`src/rtl/cct_pkg.sv`:
```
`timescale 1ns / 1ps
// ----------------------------------------------------------------------------
// cct_pkg
// Shared types and codes of the character class tokenizer: result kinds,
// token types, the byte class bundle and the result word layout.
// ----------------------------------------------------------------------------
package cct_pkg;

    // what a result word reports
    typedef enum logic [1:0] {
        KIND_SPACE = 2'd0,
        KIND_TOKEN = 2'd1,
        KIND_DROP  = 2'd2,
        KIND_END   = 2'd3
    } kind_t;

    // class of the token a byte belongs to
    typedef enum logic [1:0] {
        TYPE_WORD    = 2'd0,
        TYPE_NUMBER  = 2'd1,
        TYPE_PUNCT   = 2'd2,
        TYPE_UNKNOWN = 2'd3
    } token_type_t;

    localparam logic [7:0] CHAR_DOT = 8'h2E;
    localparam logic [7:0] CHAR_NUL = 8'h00;

    // class flags of one byte, from the classifier to the lexer core
    typedef struct packed {
        logic       nul;
        logic       space;
        logic       digit;
        logic       alpha;
        logic       punct;
        logic       dot;
        logic [7:0] lowered;
    } char_class_t;

    // one result word
    typedef struct packed {
        kind_t       kind;
        token_type_t token_type;
        logic [7:0]  char_out;
        logic        token_start;
        logic [5:0]  token_index;
        logic [6:0]  token_total;
    } result_t;

endpackage

```
`src/rtl/cct_byte_if.sv`:
```
`timescale 1ns / 1ps
// ----------------------------------------------------------------------------
// cct_byte_if
// Input channel: one byte per word, valid/ready handshake.
// ----------------------------------------------------------------------------
interface cct_byte_if;
    logic       valid;
    logic       ready;
    logic [7:0] char_in;

    modport source (output valid, output char_in, input ready);
    modport sink   (input valid, input char_in, output ready);
endinterface

```
`src/rtl/cct_token_if.sv`:
```
`timescale 1ns / 1ps
// ----------------------------------------------------------------------------
// cct_token_if
// Result channel: one classified byte per word, valid/ready handshake.
// ----------------------------------------------------------------------------
interface cct_token_if;
    logic       valid;
    logic       ready;
    logic [1:0] kind;
    logic [1:0] token_type;
    logic [7:0] char_out;
    logic       token_start;
    logic [5:0] token_index;
    logic [6:0] token_total;

    modport source (
        output valid, output kind, output token_type, output char_out,
        output token_start, output token_index, output token_total,
        input  ready
    );
    modport sink (
        input  valid, input kind, input token_type, input char_out,
        input  token_start, input token_index, input token_total,
        output ready
    );
endinterface

```
`src/rtl/cct_classify.sv`:
```
`timescale 1ns / 1ps
// ----------------------------------------------------------------------------
// cct_classify
// Byte classifier: sorts one byte into its character class and gives the
// lower case form of letters.
// ----------------------------------------------------------------------------
module cct_classify
    import cct_pkg::*;
(
    input  logic [7:0]  char_in,
    output char_class_t cls
);

    logic upper;
    logic lower;

    // range tests
    always_comb
    begin
        upper       = char_in inside {[8'd65:8'd90]};
        lower       = char_in inside {[8'd97:8'd122]};
        cls.nul     = (char_in == CHAR_NUL);
        cls.space   = char_in inside {8'd32, [8'd9:8'd13]};
        cls.digit   = char_in inside {[8'd48:8'd57]};
        cls.alpha   = upper || lower;
        cls.punct   = (char_in inside {[8'd33:8'd126]}) && !cls.digit && !cls.alpha;
        cls.dot     = (char_in == CHAR_DOT);
        // upper case letters differ from lower case only in bit 5
        cls.lowered = upper ? (char_in | 8'h20) : char_in;
    end

endmodule

```
`src/rtl/cct_core.sv`:
```
`timescale 1ns / 1ps
// ----------------------------------------------------------------------------
// cct_core
// Lexer core: holds the scan state and works out the result word of one
// byte; the state moves on when the byte is passed to the result register.
// ----------------------------------------------------------------------------
module cct_core
    import cct_pkg::*;
#(
    parameter int MAX_TOKEN_COUNT = 64,
    parameter int TOKEN_LEN       = 32
)
(
    input  logic       clk,
    input  logic       rst_n,
    input  logic       step,
    input  logic [7:0] char_in,
    output result_t    res
);

    localparam int CW = $clog2(MAX_TOKEN_COUNT + 1);
    localparam int RW = $clog2(TOKEN_LEN);
    localparam logic [CW-1:0] COUNT_MAX = CW'(MAX_TOKEN_COUNT);
    localparam logic [RW-1:0] RUN_MAX   = RW'(TOKEN_LEN - 1);

    typedef enum logic [1:0] {
        MODE_IDLE   = 2'd0,
        MODE_NUMBER = 2'd1,
        MODE_WORD   = 2'd2
    } mode_t;

    mode_t       mode_reg, mode_next;
    logic [RW-1:0] run_reg, run_next;
    logic [CW-1:0] count_reg, count_next;
    char_class_t cls;
    logic        in_run;
    logic        cont_num;
    logic        cont_word;

    cct_classify u_classify (
        .char_in (char_in),
        .cls     (cls)
    );

    // result and next state for this byte
    always_comb
    begin
        in_run    = (run_reg < RUN_MAX) && (count_reg != '0);
        cont_num  = in_run && (mode_reg == MODE_NUMBER) && (cls.digit || cls.dot);
        cont_word = in_run && (mode_reg == MODE_WORD) && cls.alpha;

        mode_next  = mode_reg;
        run_next   = run_reg;
        count_next = count_reg;

        res.kind        = KIND_SPACE;
        res.token_type  = TYPE_WORD;
        res.char_out    = char_in;
        res.token_start = 1'b0;
        res.token_index = '0;
        res.token_total = 7'(count_reg);

        if (cls.nul)
        begin
            // end of string: report the count and clear
            res.kind     = KIND_END;
            res.char_out = CHAR_NUL;
            mode_next    = MODE_IDLE;
            run_next     = '0;
            count_next   = '0;
        end
        else if (cont_num || cont_word)
        begin
            // byte continues the open token
            run_next        = run_reg + 1'b1;
            res.kind        = KIND_TOKEN;
            res.token_type  = cont_num ? TYPE_NUMBER : TYPE_WORD;
            res.char_out    = cls.lowered;
            res.token_index = 6'(count_reg - 1'b1);
        end
        else
        begin
            mode_next = MODE_IDLE;
            run_next  = '0;
            if (count_reg >= COUNT_MAX)
            begin
                res.kind = KIND_DROP;
            end
            else if (cls.space)
            begin
                res.kind = KIND_SPACE;
            end
            else
            begin
                // byte opens a new token
                count_next      = count_reg + 1'b1;
                res.kind        = KIND_TOKEN;
                res.char_out    = cls.lowered;
                res.token_start = 1'b1;
                res.token_index = 6'(count_reg);
                res.token_total = 7'(count_next);
                if (cls.digit)
                begin
                    res.token_type = TYPE_NUMBER;
                    mode_next      = MODE_NUMBER;
                    run_next       = RW'(1);
                end
                else if (cls.alpha)
                begin
                    res.token_type = TYPE_WORD;
                    mode_next      = MODE_WORD;
                    run_next       = RW'(1);
                end
                else if (cls.punct)
                begin
                    res.token_type = TYPE_PUNCT;
                end
                else
                begin
                    res.token_type = TYPE_UNKNOWN;
                end
            end
        end
    end

    // scan state
    always_ff @(posedge clk or negedge rst_n)
    begin
        if (!rst_n)
        begin
            mode_reg  <= MODE_IDLE;
            run_reg   <= '0;
            count_reg <= '0;
        end
        else if (step)
        begin
            mode_reg  <= mode_next;
            run_reg   <= run_next;
            count_reg <= count_next;
        end
    end

endmodule

```
`src/rtl/char_class_tokenizer.sv`:
```
`timescale 1ns / 1ps
// ----------------------------------------------------------------------------
// char_class_tokenizer
// Byte-serial character class lexer with valid/ready channels.
// ----------------------------------------------------------------------------
// Usage:
//   bytes  : one input byte per word; a zero byte ends the string, reports
//            the token count and clears the scan state.
//   tokens : one result word per input byte, in order (kind, token type,
//            lowered byte, start flag, token index, running token count).
//   A byte is taken into the input register, then classified against the scan
//   state and written to the result register once that register is free or
//   its word is being taken; the result word is shown from that register.
//   Throughput is one byte per cycle while the result side takes each word;
//   the classifier and the counter update lie between the two registers.
//   A stalled result register holds its word; the input register still takes
//   one more byte, then bytes.ready falls until the result is taken.
//   Reset clears both valid flags and the scan state (no token open, counts
//   zero); the block is ready for a byte as soon as reset is released.
// ----------------------------------------------------------------------------
module char_class_tokenizer
    import cct_pkg::*;
#(
    parameter int MAX_TOKEN_COUNT = 64,
    parameter int TOKEN_LEN       = 32
)
(
    input  logic         clk,
    input  logic         rst_n,
    cct_byte_if.sink     bytes,
    cct_token_if.source  tokens
);

    logic       hold_valid_reg;
    logic [7:0] hold_char_reg;
    logic       res_valid_reg;
    result_t    res_reg;
    result_t    core_res;
    logic       advance;
    logic       take;

    // handshakes
    assign advance     = hold_valid_reg && (!res_valid_reg || tokens.ready);
    assign bytes.ready = !hold_valid_reg || advance;
    assign take        = bytes.valid && bytes.ready;

    cct_core #(
        .MAX_TOKEN_COUNT (MAX_TOKEN_COUNT),
        .TOKEN_LEN       (TOKEN_LEN)
    ) u_core (
        .clk     (clk),
        .rst_n   (rst_n),
        .step    (advance),
        .char_in (hold_char_reg),
        .res     (core_res)
    );

    // valid flags
    always_ff @(posedge clk or negedge rst_n)
    begin
        if (!rst_n)
        begin
            hold_valid_reg <= 1'b0;
            res_valid_reg  <= 1'b0;
        end
        else
        begin
            if (take)
            begin
                hold_valid_reg <= 1'b1;
            end
            else if (advance)
            begin
                hold_valid_reg <= 1'b0;
            end

            if (advance)
            begin
                res_valid_reg <= 1'b1;
            end
            else if (tokens.ready)
            begin
                res_valid_reg <= 1'b0;
            end
        end
    end

    // payload registers
    always_ff @(posedge clk)
    begin
        if (take)
        begin
            hold_char_reg <= bytes.char_in;
        end
        if (advance)
        begin
            res_reg <= core_res;
        end
    end

    // result word
    assign tokens.valid       = res_valid_reg;
    assign tokens.kind        = res_reg.kind;
    assign tokens.token_type  = res_reg.token_type;
    assign tokens.char_out    = res_reg.char_out;
    assign tokens.token_start = res_reg.token_start;
    assign tokens.token_index = res_reg.token_index;
    assign tokens.token_total = res_reg.token_total;

endmodule
```
`src/flat_wrapper.sv`:
```
// flat-port wrapper written by rule: the top's interface ports become plain ports
module char_class_tokenizer_flat import cct_pkg::*;
#(
    parameter int MAX_TOKEN_COUNT = 64,
    parameter int TOKEN_LEN       = 32
)
  (clk, rst_n, bytes_valid, bytes_char_in, bytes_ready, tokens_valid, tokens_kind, tokens_token_type, tokens_char_out, tokens_token_start, tokens_token_index, tokens_token_total, tokens_ready);
  cct_byte_if bytes_i ();
  cct_token_if tokens_i ();
  input  logic clk;
  input  logic rst_n;
  input wire logic [$bits(bytes_i.valid)-1:0] bytes_valid;
  input wire logic [$bits(bytes_i.char_in)-1:0] bytes_char_in;
  output wire logic [$bits(bytes_i.ready)-1:0] bytes_ready;
  output wire logic [$bits(tokens_i.valid)-1:0] tokens_valid;
  output wire logic [$bits(tokens_i.kind)-1:0] tokens_kind;
  output wire logic [$bits(tokens_i.token_type)-1:0] tokens_token_type;
  output wire logic [$bits(tokens_i.char_out)-1:0] tokens_char_out;
  output wire logic [$bits(tokens_i.token_start)-1:0] tokens_token_start;
  output wire logic [$bits(tokens_i.token_index)-1:0] tokens_token_index;
  output wire logic [$bits(tokens_i.token_total)-1:0] tokens_token_total;
  input wire logic [$bits(tokens_i.ready)-1:0] tokens_ready;
  assign bytes_i.valid = bytes_valid;
  assign bytes_i.char_in = bytes_char_in;
  assign bytes_ready = bytes_i.ready;
  assign tokens_valid = tokens_i.valid;
  assign tokens_kind = tokens_i.kind;
  assign tokens_token_type = tokens_i.token_type;
  assign tokens_char_out = tokens_i.char_out;
  assign tokens_token_start = tokens_i.token_start;
  assign tokens_token_index = tokens_i.token_index;
  assign tokens_token_total = tokens_i.token_total;
  assign tokens_i.ready = tokens_ready;
  char_class_tokenizer #(.MAX_TOKEN_COUNT(MAX_TOKEN_COUNT), .TOKEN_LEN(TOKEN_LEN)) u_core (.clk(clk), .rst_n(rst_n), .bytes(bytes_i), .tokens(tokens_i));
endmodule
```
`config.mk`:
```
export PLATFORM = sky130hd
export DESIGN_NAME = char_class_tokenizer_flat
export DESIGN_NICKNAME = d
export VERILOG_FILES = /design/src/rtl/cct_pkg.sv /design/src/rtl/cct_byte_if.sv /design/src/rtl/cct_token_if.sv /design/src/rtl/cct_classify.sv /design/src/rtl/cct_core.sv /design/src/rtl/char_class_tokenizer.sv /design/src/flat_wrapper.sv
export SDC_FILE = /design/constraint.sdc
export NUM_CORES = 1
export LEC_CHECK = 0
export ABC_AREA = 1
export BUFFER_PORTS_ARGS = -buffer_cell sky130_fd_sc_hd__buf_2
export CORE_AREA = 10 10 79 81
export CTS_CLUSTER_SIZE = 30
export DETAILED_ROUTE_END_ITERATION = 8
export DIE_AREA = 0 0 89 91
export HOLD_SLACK_MARGIN = 0.08
export PLACE_DENSITY_LB_ADDON = 0.05
export SETUP_SLACK_MARGIN = 0.05
export SLEW_MARGIN = 20
export SYNTH_ARGS = -nofsm -noshare
export SYNTH_HDL_FRONTEND = slang
export SYNTH_SLANG_ARGS = --single-unit
```
`constraint.sdc`:
```
create_clock -name clk -period 2.8 [get_ports clk]
set_input_delay 0.14 -clock clk [delete_from_list [all_inputs] [get_ports clk]]
set_output_delay 0.14 -clock clk [all_outputs]
set_load 0.005 [all_outputs]
```
# After elaboration in Yosys (flattened, before gate mapping)
# Index checks and enable logic that the tools add are counted.
# word_totals
reg_bits	50
in_bits	12
elab_cells	100
# classes
addsub	3
order_cmp	12
eq_ne	7
mux	33
n_reduce_logical	32
# op_table
op	count
$mux W24	2
$mux W7	6
$le A8 B7 Y1 const B	3
$mux W2	9
$eq A8 B6 Y1 const B	2
$ge A8 B6 Y1 const B	2
$ge A8 B7 Y1 const B	2
$logic_and A1 B1 Y1	14
$mux W12	1
$mux W6	2
$mux W1	11
$mux W5	2
$ge A8 B4 Y1 const B	1
$le A8 B4 Y1 const B	1
$le A8 B6 Y1 const B	1
$logic_not A8 Y1	1
$add A7 B1 Y7 const B	1
$ge A7 B7 Y1 const B	1
$reduce_bool A7 Y1	1
$reduce_bool A2 Y1	3
$sub A6 B1 Y6 const B	1
$add A5 B1 Y5 const B	1
$logic_or A1 B1 Y1	5
$lt A5 B5 Y1 const B	1
other kinds (9)	13

# Logic depth before layout (Yosys ltp)
# Gate-level depths: netlist of the first run.
# logic_depth
depth_word	12
mapped_depth	14

# Modules after synthesis
# Synthesis of the first run repeated with hierarchy kept, for this count alone.
# unflattened
hier_cells	361
area_unflattened_um2	3001.6
# modules_own_cells
mod	instances	cells_each	area_per_inst_um2
cct_core	1	258	1592.8
char_class_tokenizer	1	46	1116.1
cct_classify	1	57	292.8

# Worst setup path before layout of the first run
# Ideal clock, no wire load.
# synth_timing
path_type	register to register
startpoint	register u_core.res_valid_reg, in the netlist u_core.tokens.valid
endpoint	register u_core.u_core.count_reg[1]
setup_time_ns	0.066
t_arrival_ns	1.962
required_time_ns	2.734
slack_ns	0.771
path_stages_with_launch	7
path_buffers	0
synth_period_minus_slack_ns	2.029
path_cell_list	dfrtp_1 > nand2_1 > nand2_1 > clkinv_1 > nand4_2 > nand2_1 > nand2_1
# synth_via
elab_chain_cells	4
# synth_rtl
item	line	source
start: declaration	char_class_tokenizer.sv:36	logic res_valid_reg;
start signal: assignment	char_class_tokenizer.sv:64	res_valid_reg <= 1'b0;
start signal: assignment	char_class_tokenizer.sv:79	res_valid_reg <= 1'b1;
start signal: assignment	char_class_tokenizer.sv:83	res_valid_reg <= 1'b0;
$logic_not A1 Y1	char_class_tokenizer.sv:43	assign advance = hold_valid_reg && (!res_valid_reg || tokens.ready);
$logic_or A1 B1 Y1	char_class_tokenizer.sv:43	
$logic_and A1 B1 Y1	char_class_tokenizer.sv:43	
named net u_core.advance	char_class_tokenizer.sv:39	logic advance;
$reduce_and A4 Y1 (no line)	-	
end signal: assignment	cct_core.sv:139	count_reg <= count_next;
end: declaration	cct_core.sv:34	logic [CW-1:0] count_reg, count_next;
# The timed path passes the listed nets, and every way through them passes these cells.
# A chain may end at the register's enable or synchronous reset.

# Final worst setup path of the first run
# layout_timing
startpoint	register u_core.u_core.count_reg[0]
endpoint	register u_core.u_core.mode_reg[1]
# layout_via
elab_chain_cells	7
# layout_rtl
item	line	source
parallel branches: the longest is 7 deep, another holds $ge A7 B7 Y1	-	
end signal: assignment	cct_core.sv:137	mode_reg <= mode_next;
end: declaration	cct_core.sv:32	mode_t mode_reg, mode_next;
# Parallel ways; which one is timed is not known. The select of a mux whose other input is x is not followed.

==> results.cfg, run 1 <==
[synthesis]
synth_compound_area_frac = 0.0517
synth.area.top_cells = edfxtp_1 40%, dfrtp_1 16%, nand2_1 10%
synth.most_common_cell = nand2_1
synthSimpleGateAreaFrac = 0.272
yosysTopAreaCellShare = 0.398
synth_cells = 280
synth_top_family_by_area = simple AND/OR/NAND/NOR gates
muxShareOfSynthArea = 0
synth_ff_type = edfxtp_1
synth_fp_nets = 296
synth_seq_cells = 50
synthesis.area_um2 = 2570
yosys.area_share.adder = 0.0195
synth_edf_count = 34
synth_top_area_cell = edfxtp_1
synthArstFlopShare = 0.320
synthXorXnorAreaFrac = 0.0307
synth_top_cells_by_count = 70 x nand2_1, 34 x edfxtp_1, 28 x inv_1, 27 x nor2_1, 25 x nand3_1
synth_cell_types = 34
seq_area_frac_synth = 0.554
ys_warn_count = 0
synth.avg_cell_area_um2 = 9.17

[drt]
wl_mm = 5.17
antenna_left = 0
vias_per_cell = 5.14
firstDrtPassIters = 4
vias = 1958
drc = 0
drtIter0Drc = 91
post_drt_wl_per_cell_um = 13.6

[cts]
cts_htree_levels = 2
cts_resized = 0
cts_tree = built
clk_path_buf_depth = 2
clockRootBuffer = clkbuf_8
numCtsBuffers = 5
cts.sinks = 50
clk_latency_ns = 0.30
cts.clk_slew.worst_paths_ns = 0.08

[sta]
fmax_mhz = 441
relSlewSlack = 0.742
setup_tns_ns = 0
hold_viol = 0
worst_pin_slew_ns = 0.386
fin_skew_ns = 0.00651
setup_slack_ns = 0.531
period_needed_ns = 2.27
fin_crit_sh = 0.810
rsz0062_at_grt = false
setup_viol = 0
final_max_slew_viol_count = 0

[final_layout]
area_delta_synth_final_pct = 15.2
diodes = 0
layout.nets = 342
stdcell_count = 381
drive_gt1_frac = 0.183
stdcell_area_um2 = 2960

[global_routing]
grt_start_max_net_pins = 32
first_global_vias = 2017
grt_util_all_layers = 0.136
overflow = 0
grt_pass1_wl_mm = 8.91
antenna_found_initial = 0

[floorplanning]
fp.dieH_um = 91
num_rows = 25
num_io_pins = 40
die_x_um = 89
coreArea_um2 = 4660
start_util = 0.551
dieArea_um2 = 8100

[power_and_ir_drop]
p_sw_frac = 0.343
max-vdd-ir-drop_mv = 0.455
pwr-share-clk = 0.183
leakagePower_nw = 1.37
combPwrFrac = 0.320
power-per-cell-area_nw_per_um2 = 728
p_sw_w = 0.000738
seqPwrFrac = 0.497
p_int_w = 0.00142

[flow_run]
cap_violations = 0

[place]
dpl_worst_slack_ns = 0.549
place_area_um2 = 2780
port_buffers = 39
hpwl_mm = 3.87
placedCellCount = 363
routabilityCongestion = 0.850

[worst_setup_path]
r2r_slack_ns = 0.53
worstSetupPathType = reg -> reg
path_max_fanout = 11
cp_data_arrival_time_ns = 2.46
cp-end-kind = flip-flop
startpoint_type = flip-flop
worst_ep_required_time_ns = 2.99

[outcome]
status = completed

[hold_path]
hp-class = in -> reg
==> layout make-up <==
type | count | area [um^2]
fill | 392 | 1700
sequential | 50 | 1420
tap | 54 | 67.6
inverter | 33 | 124
clock buffer | 8 | 80.1
multi-input combinational | 186 | 961
timing repair buffer | 50 | 303
==> final timing paths <==
check                                                       start  depth (start not counted)                                       to
min reg2reg                     u_core.hold_char_reg[6]$_DFFE_PP_                          0  u_core.tokens.char_out[6]$_SDFFCE_PP0P_
min                                                  tokens_ready                          4          u_core.tokens.valid$_DFFE_PN0P_
max                        u_core.u_core.count_reg[0]$_DFFE_PN0P_                         12    u_core.u_core.mode_reg[1]$_DFFE_PN0P_
max in group asynchronous                                   rst_n                          2    u_core.u_core.mode_reg[1]$_DFFE_PN0P_
max reg2reg                u_core.u_core.count_reg[0]$_DFFE_PN0P_                         12    u_core.u_core.mode_reg[1]$_DFFE_PN0P_
min in group asynchronous                                   rst_n                          2   u_core.u_core.count_reg[4]$_DFFE_PN0P_
==> placed cells by master (no fill, tap or decap), types with 5 or more instances in the layout <==
cell,count
nand2_1,70
edfxtp_1,34
xor2_1,8
nor3_1,7
nor2_1,27
inv_1,28
a21oi_1,7
nand3_1,25
o21ai_0,9
clkbuf_8,5
buf_2,39
dfrtp_1,16
dlygate4sd3_1,10
nand4_1,5
==> worst max-delay path: stages, from the launching register on <==
cell	delay [ns]
dfrtp_1	0.46
inv_1	0.14
ha_1	0.19
inv_1	0.05
nor2_1	0.12
nand4_1	0.13
nand3_1	0.12
a21o_1	0.32
nand2_4	0.19
inv_2	0.16
nand2_1	0.14
nand2_1	0.09
nand2_1	0.05
==> what timing repair did <==
action | in CTS | in global routing
buffers inserted | 0 | 0
hold buffers | 10 | 0
endpoints found under the hold margin | 25 | 0
==> per-layer routing <==
layer,global-route usage,wire [um]
met5,0,0
met1,0.154,2240
met4,0.0544,102
met2,0.229,2520
met3,0.0456,314
==> cells by family (layout without fill, tap and decap cells) <==
kind of cell	after synthesis	in the layout
XOR/XNOR	9	9
buffers and inverters	44	91
AND/OR/NAND/NOR	149	149
adder cells (fa/ha/maj)	4	4
AO/OA/AOI/OAI	24	24
flip-flops	50	50
==> per-stage QoR <==
| stage | utilization | total power, W | hold slack, ns |
|---|---|---|---|
| after global placement | 0.596 | 0.00177 | 0.0801 |
| after global routing | 0.634 | 0.00231 | 0.181 |
| after CTS | 0.634 | 0.00218 | 0.134 |
| after floorplan | - | 0.00156 | -0.156 |
| final | 0.634 | 0.00215 | 0.143 |
| after detailed placement | 0.596 | 0.00177 | 0.0807 |
==> power by group through the flow <==
stage / Combinational (W) / Sequential [W] / Clock [W]
final: 0.000689 / 0.00107 / 0.000395
after global placement: 0.000680 / 0.00109 / 0
after CTS: 0.000699 / 0.00107 / 0.000412
after global routing: 0.000784 / 0.00109 / 0.000437
after floorplan: 0.000478 / 0.00108 / 0
after detailed placement: 0.000684 / 0.00109 / 0
(Power assumes the default switching activity.)
==> run 2, diff against run 1 <==
Clock period 2.8 ns to 2.11 ns, I/O delays scaled along.
==> run 2 against run 1 <==
  * Combinational power rose by 51%
  * Die area is the same
  * Highest routed layer unchanged
  * Flip-flop and latch count unchanged
  * Clock skew increased by 0.0034 ns
  * Via count up 4.8%
  * Critical path depth decreased by 1
  * Global-route usage grew 0.53 points
  * Sequential share of layout area down 2.8 points
==> results.cfg, run 2 (synthesized netlist as in run 1, its figures left out) <==
[sta]
hold_viol = 0
worst_pin_slew_ns = 0.378
final_max_slew_viol_count = 0
period_needed_ns = 1.99
relSlewSlack = 0.747
setup_tns_ns = 0
rsz0062_at_grt = true
setup_viol = 0
fin_crit_sh = 0.944
fmax_mhz = 502
fin_skew_ns = 0.00992

[final_layout]
drive_gt1_frac = 0.243
mostFrequentLayoutCells = 69 x nand2_1, 39 x buf_2, 34 x edfxtp_1, 28 x inv_1, 25 x nand3_1
diodes = 0
stdcell_area_um2 = 3140
stdcell_count = 395
layout.nets = 356
final_common_cell = nand2_1
area_delta_synth_final_pct = 22.3

[cts]
numCtsBuffers = 5
cts_htree_levels = 2
clockRootBuffer = clkbuf_8
cts_tree = built
clk_path_buf_depth = 2
clk_latency_ns = 0.30
cts.sinks = 50
cts.clk_slew.worst_paths_ns = 0.09

[place]
port_buffers = 39
routabilityCongestion = 0.850
hpwl_mm = 4.05
placedCellCount = 370
place_area_um2 = 2830

[drt]
wl_mm = 5.69
post_drt_wl_per_cell_um = 14.4
antenna_left = 0
drc = 0
vias = 2052
vias_per_cell = 5.19
firstDrtPassIters = 4
drtIter0Drc = 133

[hold_path]
hold_path_depth = 4
hp-class = in -> reg

[worst_setup_path]
startpoint_type = flip-flop
reg2regPathDepth = 11
r2r_slack_ns = 0.12
worst_ep_required_time_ns = 2.16
path_max_fanout = 6
cp-end-kind = flip-flop
cp_data_arrival_time_ns = 2.04
worstSetupPathType = reg -> reg

[floorplanning]
coreArea_um2 = 4660
start_util = 0.551
fp.dieH_um = 91
num_rows = 25
num_io_pins = 40
die_x_um = 89
dieArea_um2 = 8100

[global_routing]
overflow = 0
grt_util_all_layers = 0.142
first_global_vias = 1977
grt_pass1_wl_mm = 9.28
grt_start_max_net_pins = 17
antenna_found_initial = 0

[power_and_ir_drop]
p_sw_frac = 0.345
combPwrFrac = 0.344
max-vdd-ir-drop_mv = 0.549
power-per-cell-area_nw_per_um2 = 960
seqPwrFrac = 0.471
p_sw_w = 0.00104
pwr-share-clk = 0.186
p_int_w = 0.00197
leakagePower_nw = 1.46

[outcome]
status = completed

[flow_run]
cap_violations = 0
[run 2: changes by cell type in the layout (fill, tap and decap cells not counted), sizes merged]
cell | previous run | this run
buf | 40 | 53
nand3 | 26 | 27
[run 2: per-stage QoR]
step,utilization,hold WS (ns),setup WS [ns],total power (W)
3_3_place_gp,0.607,0.0435,0.163,0.00237
5_1_grt,0.674,0.136,0.00197,0.00322
4_1_cts,0.648,0.103,0.0560,0.00295
3_5_place_dp,0.607,0.0411,0.0609,0.00238
2_1_floorplan,-,-0.190,0.0815,0.00206
6_report,0.674,0.112,0.119,0.00301
[run 2: what timing repair did]
| action | in CTS | in global routing |
|---|---|---|
| hold buffers | 10 | 0 |
| endpoints found under the setup margin | 0 | 26 |
| setup buffers | 0 | 6 |
| gates resized for setup | 0 | 18 |
| endpoints found under the hold margin | 25 | 0 |
[run 2: path summary, 6_finish.rpt]
kind | endpoint | start
setup reg to reg | u_core.tokens.token_total[5]$_DFFE_PP_ | u_core.u_core.count_reg[1]$_DFFE_PN0P_
min in group asynchronous | u_core.u_core.count_reg[5]$_DFFE_PN0P_ | rst_n
hold reg to reg | u_core.tokens.char_out[6]$_SDFFCE_PP0P_ | u_core.hold_char_reg[6]$_DFFE_PP_
hold / removal | u_core.hold_valid_reg$_DFFE_PN0P_ | tokens_ready
max in group asynchronous | u_core.u_core.count_reg[1]$_DFFE_PN0P_ | rst_n
setup / recovery | u_core.tokens.token_total[5]$_DFFE_PP_ | u_core.u_core.count_reg[1]$_DFFE_PN0P_
[run 2: cell type report]
| cell class | count | area, um^2 |
|---|---|---|
| timing repair buffer | 63 | 404 |
| fill | 390 | 1520 |
| sequential | 50 | 1420 |
| inverter | 33 | 129 |
| multi-input combinational | 187 | 1030 |
| clock buffer | 8 | 90.1 |
| tap | 54 | 67.6 |
[run 2: power by group through the flow]
stage	clock (W)	sequential, W	combinational, W
5_1_grt	0.000614	0.00144	0.00117
4_1_cts	0.000580	0.00141	0.000960
3_3_place_gp	0	0.00143	0.000939
6_report	0.000560	0.00142	0.00104
3_5_place_dp	0	0.00144	0.000941
2_1_floorplan	0	0.00143	0.000635
[run 2: critical path, stage by stage, from the launching register on]
cell,delay [ns]
dfrtp_2,0.46
inv_1,0.09
ha_1,0.18
inv_1,0.04
nor2_1,0.12
nand4_1,0.15
nand3_1,0.14
a21o_4,0.15
buf_6,0.13
nand3_4,0.12
inv_4,0.11
o21ai_0,0.07
[run 2: routing by layer]
layer,up-vias,global-route usage,part of all wire
met2,67,0.242,0.51
li1,1042,-,-
met1,938,0.167,0.41
met4,0,0.0332,0.0074
met3,5,0.0456,0.069
met5,-,0,0
==> run 3, diff against run 2 <==
==> constraint.sdc (replaced) <==
create_clock -name clk -period 2.11 [get_ports clk]
set_input_delay 0.211 -clock clk [delete_from_list [all_inputs] [get_ports clk]]
set_output_delay 0.211 -clock clk [all_outputs]
set_load 0.005 [all_outputs]
==> run 3 against run 2 <==
  * Cell count decreased by 0.25%
  * Sequential power is essentially flat
  * Clock power about the same
  * Flip-flop and latch count did not move
  * First-iteration DRC count is 8.3% lower
  * Wire length down 0.40%
  * Non-clock buffer count is 1 lower
  * Sequential share of layout area up 0.14 points
  * Critical path type unchanged
  * Critical endpoint is now u_core.tokens.token_total[1]$_DFFE_PP_
  * Largest cell class unchanged
  * Largest power group unchanged
  * Highest routed layer unchanged
==> results.cfg, run 3 (synthesized netlist as in run 1, its figures left out) <==
[outcome]
status = completed

[floorplanning]
fp.dieH_um = 91
num_io_pins = 40
start_util = 0.551
dieArea_um2 = 8100
coreArea_um2 = 4660
die_x_um = 89
num_rows = 25

[sta]
holdWs_ns = 0.137
fin_skew_ns = 0.0110
period_needed_ns = 2.00
fmax_mhz = 501
rsz0062_at_grt = true
hold_viol = 0
final_max_slew_viol_count = 0
fin_crit_sh = 0.946
relSlewSlack = 0.747
worst_pin_slew_ns = 0.376
setup_tns_ns = 0
setup_viol = 0

[power_and_ir_drop]
leakagePower_nw = 1.46
max-vdd-ir-drop_mv = 0.548
totalPowerFinal_w = 0.00302
power-per-cell-area_nw_per_um2 = 964

[drt]
vias = 2074
wl_mm = 5.67
drc = 0
firstDrtPassIters = 5
antenna_left = 0
post_drt_wl_per_cell_um = 14.4
vias_per_cell = 5.26
drtIter0Drc = 122

[worst_setup_path]
r2r_slack_ns = 0.11
startpoint_type = flip-flop
path_max_fanout = 6
worstSetupEndpoint = u_core.tokens.token_total[1]$_DFFE_PP_
crit_start = u_core.u_core.count_reg[1]$_DFFE_PN0P_
r2r-start = u_core.u_core.count_reg[1]$_DFFE_PN0P_
reg2regPathDepth = 11
worstSetupPathType = reg -> reg
cp_data_arrival_time_ns = 2.04
worst_ep_required_time_ns = 2.15
rr_endpoint = u_core.tokens.token_total[1]$_DFFE_PP_
cp-end-kind = flip-flop

[final_layout]
drive_gt1_frac = 0.244
area_delta_synth_final_pct = 21.9
final_common_cell = nand2_1
layout.nets = 355
final_core_util = 0.671
diodes = 0
mostFrequentLayoutCells = 69 x nand2_1, 39 x buf_2, 34 x edfxtp_1, 28 x inv_1, 25 x nand3_1

[global_routing]
grt_start_max_net_pins = 17
antenna_found_initial = 0
first_global_vias = 1972
grt_pass1_wl_mm = 9.24
grt_util_all_layers = 0.141
overflow = 0

[cts]
numCtsBuffers = 5
clk_latency_ns = 0.30
cts.clk_slew.worst_paths_ns = 0.09
clockRootBuffer = clkbuf_8
cts_htree_levels = 2
cts_tree = built
clk_path_buf_depth = 2
cts.sinks = 50

[place]
port_buffers = 39
hpwl_mm = 4.05
routabilityCongestion = 0.850

[hold_path]
hp-class = in -> reg

[flow_run]
cap_violations = 0
-- run 3: cell count changes in the layout (fill, tap and decap cells not counted), sizes merged --
| cell | delta |
|---|---|
| dlygate4sd3 | -1 |
-- run 3: how the worst min path moves through the flow --
stage | start | to | cells after the start
2_1_floorplan | rst_n | u_core.hold_valid_reg$_DFFE_PN0P_ | 0
3_3_place_gp | rst_n | u_core.u_core.count_reg[5]$_DFFE_PN0P_ | 1
3_5_place_dp | rst_n | u_core.u_core.count_reg[5]$_DFFE_PN0P_ | 1
4_1_cts | bytes_valid | u_core.hold_valid_reg$_DFFE_PN0P_ | 3
5_1_grt | bytes_valid | u_core.hold_valid_reg$_DFFE_PN0P_ | 3
6_report | bytes_valid | u_core.hold_valid_reg$_DFFE_PN0P_ | 3
-- run 3: power breakdown --
part / leakage [nW] / switching [W] / internal [W]
combinational: 0.879 / 0.000630 / 0.000406
sequential: 0.534 / 0.000122 / 0.00130
clock: 0.0455 / 0.000293 / 0.000268
total: 1.46 / 0.00105 / 0.00197
-- run 3: through the flow --
stage	instance area, um^2	setup slack, ns	instances
2_1_floorplan	2570	0.0815	280
3_3_place_gp	2830	0.163	370
3_5_place_dp	2830	0.0609	370
4_1_cts	3010	0.0560	387
5_1_grt	3130	0.00197	394
6_report	3130	0.113	394
-- run 3: area by class of cell --
cell class | instances | area, um^2
Inverter | 33 | 129
Tap cell | 54 | 67.6
Clock buffer | 8 | 90.1
Fill cell | 391 | 1530
Timing Repair Buffer | 62 | 394
Sequential cell | 50 | 1420
Multi-Input combinational cell | 187 | 1030
-- run 3: what timing repair did --
action                     4_1_cts  5_1_grt
hold buffers                     9        0
setup endpoints to repair        0       26
setup buffers                    0        6
hold endpoints to repair        24        0
resized for setup                0       18
-- run 3: worst max-delay path: stages (launching register included) --
cell and delay (ns):
dfrtp_2 0.46, inv_1 0.09, ha_1 0.18, inv_1 0.04, nor2_1 0.12, nand4_1 0.15, nand3_1 0.14, a21o_4 0.15
buf_6 0.13, nand3_4 0.12, nand2_1 0.08, o21ai_0 0.10
-- run 3: metal layers --
metal | vias to the layer above | track usage | routed length (um) | share of wire
met3 | 3 | 0.0447 | 408 | 0.072
li1 | 1040 | - | - | -
met1 | 947 | 0.168 | 2320 | 0.41
met2 | 84 | 0.240 | 2910 | 0.51
met4 | 0 | 0.0332 | 29 | 0.0051
met5 | - | 0 | 0 | 0
